[config.mk]
export PLATFORM = sky130hd
export DESIGN_NAME = kxd_mix
export DESIGN_NICKNAME = d
export VERILOG_FILES = /design/src/hdl/kxd_pkg.sv /design/src/hdl/kxd_mix.sv
export SDC_FILE = /design/constraint.sdc
export NUM_CORES = 1
export LEC_CHECK = 0
export ABC_AREA = 1
export BUFFER_PORTS_ARGS = -buffer_cell sky130_fd_sc_hd__buf_2
export CELL_PAD_IN_SITES_DETAIL_PLACEMENT = 1
export CELL_PAD_IN_SITES_GLOBAL_PLACEMENT = 1
export CORE_MARGIN = 4
export CORE_UTILIZATION = 38
export DETAILED_ROUTE_END_ITERATION = 6
export GPL_ROUTABILITY_DRIVEN = 0
export PLACE_DENSITY = 0.89
export RECOVER_POWER = 25
export SYNTH_ARGS = -nofsm -noshare
export SYNTH_HDL_FRONTEND = slang
export SYNTH_SLANG_ARGS = --single-unit
[constraint.sdc]
create_clock -name clock -period 2.5 [get_ports clock]
set_input_delay 0.125 -clock clock [delete_from_list [all_inputs] [get_ports clock]]
set_output_delay 0.125 -clock clock [all_outputs]
set_load 0.005 [all_outputs]
[src/hdl/kxd_pkg.sv]
// Shared types, constants and helpers for the XXTEA keystream XOR decrypt unit.
`timescale 1ns / 1ps

package kxd_pkg;

   localparam int KEY_WORDS_DEF    = 1024;
   localparam int DENSE_WORDS_DEF  = 512;
   localparam int STRIDE_WORDS_DEF = 64;
   localparam int ROUNDS_DEF       = 6;

   localparam logic [31:0] XX_DELTA = 32'h9e37_79b9;

   localparam int CSR_ADDR_W = 4;

   localparam logic [1:0] KEY_WORD0_IDX = 2'd0;
   localparam logic [1:0] KEY_WORD1_IDX = 2'd1;
   localparam logic [1:0] KEY_WORD2_IDX = 2'd2;
   localparam logic [1:0] KEY_WORD3_IDX = 2'd3;

   localparam logic OP_REBUILD = 1'b0;
   localparam logic OP_DATA    = 1'b1;

   typedef struct packed {
      logic        op;
      logic        first_word;
      logic [31:0] data_in;
      logic [2:0]  byte_count;
   } kxd_req_type;

   typedef struct packed {
      logic [31:0] data_out;
      logic [2:0]  valid_bytes;
   } kxd_rsp_type;

   typedef enum logic [2:0] {
      ST_IDLE,
      ST_DATA_OUT,
      ST_RB_START,
      ST_RB_MIX,
      ST_RB_WRITE
   } kxd_state_type;

   function automatic logic [31:0] byte_mask(input logic [2:0] cnt);
      logic [31:0] m;
      case (cnt)
         3'd0: m = 32'h0000_0000;
         3'd1: m = 32'h0000_00ff;
         3'd2: m = 32'h0000_ffff;
         3'd3: m = 32'h00ff_ffff;
         default: m = 32'hffff_ffff;
      endcase
      return m;
   endfunction

endpackage

[src/hdl/kxd_mix.sv]
// XXTEA mixing function as a registered shared arithmetic unit.
`timescale 1ns / 1ps

module kxd_mix import kxd_pkg::*; (
   input  logic        clock,
   input  logic        enable,
   input  logic [31:0] y,
   input  logic [31:0] z,
   input  logic [31:0] sum,
   input  logic [31:0] key,
   output logic [31:0] result
);

   logic [31:0] t1;
   logic [31:0] t2;
   logic [31:0] result_ff;
   logic [31:0] result_in;

   always_comb begin
      t1 = ((z >> 5) ^ (y << 2)) + ((y >> 3) ^ (z << 4));
      t2 = (sum ^ y) + (key ^ z);
      result_in = t1 ^ t2;
   end

   always_ff @(posedge clock) begin
      if (enable) begin
         result_ff <= result_in;
      end
   end

   assign result = result_ff;

endmodule

==> out/metrics.csv, run 1 <==
metric,value,unit
status,"complete, but fails checks",
failed_checks,"capacitance limit, slew limit",
cp-end-kind,flop,
grt_max_degree,33,
clock_tree.root_cell,clkbuf_16,
tightest_slew,2.004,ns
grt_overflow,0,
syn_inst,1057,
rsz0062_at_grt,false,
hold_depth,3,
vias_per_cell,5.346,
synth_fp_nets,1252,
grt_pass1_wl,42370,microns
power_frac_comb,68.7,%
wire_per_inst,19.48,microns
relSlewSlack,-33.62,%
ys_seq_area_share,14.49,%
core_area,17180,sq um
hold_class,in -> reg,
crit_fanout,4,
drtPass1Iterations,5,
cts_resized,0,
grt_usage,27.56,%
yosys_warnings,0,
clockBufferDepth,2,
drt_iter0_drc,586,
p_int,2.517,mW
whs_endpoint,result[0],
powerDensity,643.3,nW/um^2
die_area,19630,sq um
cts.htree.levels,2,
hp-start,z[5],
instances_no_fill,1452,
synth.distinct_cells,30,
finalCritPeriodShare,84.83,%
io-pin-count,162,
p_clk_share,12.2,%
initial_core_util,38.60,%
antenna_left,0,
grt_pass1_vias,7997,
largest_reg_flops,32,
path_clk_slew,0.05,ns
seqPwrFrac,19.1,%
place.detailed.instances,1443,
crit_required,2.62,ns
syn_area_per_cell,6.273,sq um
clock.fmax,0.4715,GHz
rows,48,
p_switching,2.533,mW
cts_buffers,5,
fin_nets,1420,
crit_path_start_kind,input pin,
vias,7762,
hold_buffers,0,
dp_hpwl,24280,microns
tns,0,ns
area_growth,18.40,%
drive_gt1_share,15.02,%
wirelength,28290,microns
drv_slew,33,
drv_cap,1,
remaining_drc_errors,0,
ys_ff_latch,32,
die_y,140.1,microns
antenna_found_initial,2,
synth_area,6630,sq um
swShare,50.15,%
hold_viol_final,0,
clkSinkCount,32,
irDropWorstVdd,0.0003803,V
cp_data_arrival_time,2.24,ns
criticalPathCategory,in -> reg,
port_buffers,161,
post-cts-setup-buffer-count,0,
p_leak,4.467,nW
post-route-min-period,2.121,ns
setup_viol,0,
die_w,140.1,microns
tritoncts,done,
## placed cells by master (no fill, tap or decap), drive strengths merged
master	n
nand3b	4
ha	63
diode	2
and3	1
xor2	139
fa	2
or2	3
a31oi	1
buf	156
o21bai	12
inv	167
edfxtp	32
nand3	62
clkbuf	11
nand4	4
o21ai	11
nor3b	1
and2	2
a21oi	60
nor3	11
nor2	81
nand2	360
xnor2	36
a21boi	1
clkinv	1
a21o	4
## kinds of logic after synthesis
| kind of cell | share of synthesized area [%] |
|---|---|
| AO/OA/AOI/OAI | 7.435 |
| AND/OR/NAND/NOR | 33.01 |
| buffers and inverters | 9.455 |
| adder cells (fa/ha/maj) | 12.49 |
| flip-flops | 14.49 |
| XOR/XNOR | 23.12 |
## how the worst max path moves through the flow
stage / from / endpoint / slack, ns
after detailed placement: z[5] / result[26] / 0.18
after CTS: y[19] / result[30] / 0.43
after floorplan: sum[0] / result[16] / 0.58
after global placement: y[3] / result[26] / 0.23
final: y[0] / result[14] / 0.38
after global routing: y[0] / result[30] / 0.24
## synth_stat cells
cell type	n	area, sq um
nor2_2	3	18.77
inv_1	165	619.3
or2_1	2	12.51
and3_1	1	6.260
fa_1	2	40.04
o21bai_2	1	11.26
nand3b_1	4	30.03
o21ai_1	2	10.01
a21boi_1	1	7.510
nor3b_2	1	12.51
xnor2_1	36	315.3
nand2_2	8	50.05
inv_2	2	7.510
edfxtp_1	32	960.9
o21ai_0	9	45.04
a31oi_1	1	6.260
ha_1	63	788.3
or2_0	1	6.260
nor3_2	4	40.04
a21o_1	4	30.03
nand3_1	59	295.3
nor3_1	7	35.03
nand4_1	4	25.02
a21oi_1	60	300.3
and2_1	2	12.51
nand3_2	3	30.03
nand2_1	352	1321
xor2_1	139	1217
nor2_1	78	292.8
o21bai_1	11	82.58
## stage by stage
stage                     utilization, %  setup WS [ns]  total power [mW]  area [sq um]  hold WS [ns]
after CTS                          45.71         0.4343             5.002          7851        0.3378
after global placement             44.93         0.2317             4.205          7717        0.5159
final                              45.70         0.3793             5.050          7850        0.3694
after detailed placement           44.93         0.1806             4.341          7717        0.5224
after global routing               45.70         0.2362             5.447          7850        0.3653
after floorplan                        -         0.5794             3.154          6630        0.2375
## layout make-up
| cell class | instances | area [sq um] |
|---|---|---|
| antenna | 2 | 5.005 |
| clock buffer | 6 | 128.9 |
| clock inverter | 1 | 5.005 |
| fill | 2447 | 9326 |
| inverter | 167 | 626.9 |
| multi-input combinational | 858 | 5042 |
| sequential | 32 | 960.9 |
| tap | 225 | 281.5 |
| timing repair buffer | 161 | 799.5 |
## critical path, cell delays in order
cell and delay, ns:
clkbuf_1 0.17, xor2_1 0.18, ha_1 0.19, inv_1 0.06, fa_1 0.43, inv_1 0.11, nand3_1 0.08, nand3_2 0.12
nand2_1 0.06, nand2_1 0.08, nand2_1 0.07, nand2_2 0.11, xor2_1 0.19, xor2_1 0.26
## power by group through the flow
stage	sequential [mW]	combinational, mW	clock (mW)
2_1_floorplan	1.01	2.15	0
5_1_grt	0.990	3.80	0.657
3_3_place_gp	0.974	3.23	0
4_1_cts	0.969	3.40	0.628
3_5_place_dp	0.974	3.37	0
6_report	0.966	3.47	0.615
## metal layers
layer / routed length [microns] / track usage (%) / share of wire (%)
met5: 0 / 0 / 0
met4: 1597 / 12.60 / 5.6
met3: 1634 / 3.619 / 5.8
met2: 13730 / 48.92 / 49
met1: 11330 / 33.01 / 40
No activity file was read; power rests on OpenSTA's default activity.
==> run 2, diff against run 1 <==
clock period = 2.11 ns   (was 2.5 ns; I/O delays follow)
==> run 2 against run 1 <==
Utilization up 4.4 points. Combinational power is 42% higher. First-iteration DRC count grew 39%. Largest cell class unchanged. Via count grew 15%. The flow finishes with violations (setup timing). Design area up 9.6%. Setup slack got worse by 0.46 ns. Routed wire length up 27%. Sequential power grew 18%. Cell count rose by 5.2%. Clock-buffer cell count rose by 1. Flip-flop and latch count is the same.
==> out/metrics.csv, run 2 (synthesis results as in run 1) <==
metric,value,unit
tightest_slew,0.9278,ns
cts_buffers,5,
initial_core_util,38.60,%
path_clk_slew,0.06,ns
clock_tree.root_cell,clkbuf_16,
crit_fanout,4,
hold_viol_final,0,
hold_buffers,0,
grt_usage,33.35,%
port_buffers,161,
vias,8911,
drt_iter0_drc,817,
cts.htree.levels,2,
n_fill_cell,2397,
setup_slack,-0.08568,ns
final_core_util,50.09,%
cpPeakStageDelay,0.42,ns
wire_per_inst,23.59,microns
grt_max_degree,33,
grt_pass1_vias,9545,
post-route-min-period,2.196,ns
largest_reg_flops,32,
failed_checks,setup timing,
antenna_found_initial,1,
most-common-layout-cells,"nand2_1 (341), inv_1 (164), buf_2 (161), xor2_1 (132), nor2_1 (75)",
cp-end-kind,flop,
dp_hpwl,26670,microns
drtPass1Iterations,6,
tritoncts,done,
grt_pass1_wl,51540,microns
core_area,17180,sq um
fin_nets,1495,
rows,48,
hold_class,in -> reg,
powerDensity,794.4,nW/um^2
irDropWorstVdd,0.0003979,V
clockBufferDepth,2,
setup_viol,5,
crit_path_start_kind,input pin,
cp_top_family,compound AO/OA/AOI/OAI gates,
crit_required,2.18,ns
vias_per_cell,5.832,
p_leak,4.865,nW
wirelength,36040,microns
criticalPathCategory,in -> reg,
drv_cap,0,
crit_top_cell,nand2_1,
die_area,19630,sq um
instances_no_fill,1528,
path_buf_inv,2,
die_y,140.1,microns
finalCritPeriodShare,104.1,%
worstPathCellList,buf_2 -> xor2_1 -> ha_1 -> a21oi_1 -> o21ai_0 -> a21oi_1 -> nand2_1 -> nor2_1 -> inv_1 -> nand2_1 -> nand2_1,
clkSinkCount,32,
cp_data_arrival_time,2.27,ns
relSlewSlack,38.15,%
layout_commonest_cell,nand2_1,
io-pin-count,162,
area_growth,29.76,%
status,"complete, but fails checks",
drive_gt1_share,23.44,%
antenna_left,0,
remaining_drc_errors,0,
drv_slew,0,
place.detailed.instances,1514,
crit_path_top_delay_cell,xor2_1,
grt_overflow,0,
clock.fmax,0.4554,GHz
die_w,140.1,microns
==> run 2: metrics by stage <==
stage	instance area [sq um]	power [mW]	hold WS, ns	setup WS (ns)	TNS [ns]
finish	8603	6.835	0.3312	-0.08568	-0.2098
floorplan	6630	3.737	0.2180	0.2089	0
global route	8601	7.216	0.3492	-0.1494	-0.8794
detailed placement	8250	5.570	0.4987	-0.2254	-3.471
CTS	8387	6.488	0.3170	0.03082	0
global placement	8250	5.295	0.4971	-0.06350	-0.4034
==> run 2: report_power, final <==
group	total [mW]	leakage [nW]	switching (mW)	internal, mW
clock	0.757	0.0656	0.322	0.435
sequential	1.14	0.313	0.0567	1.08
combinational	4.94	4.49	3.10	1.84
total	6.83	4.86	3.48	3.36
==> run 2: final timing paths <==
| check | startpoint | endpoint | cells past startpoint |
|---|---|---|---|
| worst max-delay path | z[17] | result[28] | 11 |
| worst min-delay path | z[5] | result[0] | 3 |
==> run 2: worst min-delay path: cells and delay by family <==
kind / cells / cell delay (ns)
xor gates and xnor gates: 1 / 0.07
adders and majority gates: 1 / 0.16
buffers and inverters: 1 / 0.13
==> run 2: metal layers <==
metal	up-vias	GRT usage, %	share of wire [%]
li1	3780	-	-
met1	4180	36.68	35
met2	658	57.79	47
met3	293	6.862	8.8
met4	0	22.39	9.2
met5	-	0	0
==> run 2: repair_timing <==
| item | CTS | global route |
|---|---|---|
| hold endpoints to repair | 0 | 0 |
| resized for setup | 0 | 44 |
| endpoints found under the setup margin | 0 | 20 |
| setup buffers | 0 | 4 |
==> run 2: area by class of cell <==
type,instances,area (sq um),share of cell area (%)
multi-input combinational,858,5226,60.75
timing repair buffer,236,1366,15.88
sequential,32,960.9,11.17
inverter,167,626.9,7.286
tap,225,281.5,3.272
clock buffer,7,132.6,1.542
antenna,2,5.005,0.05817
clock inverter,1,3.754,0.04363
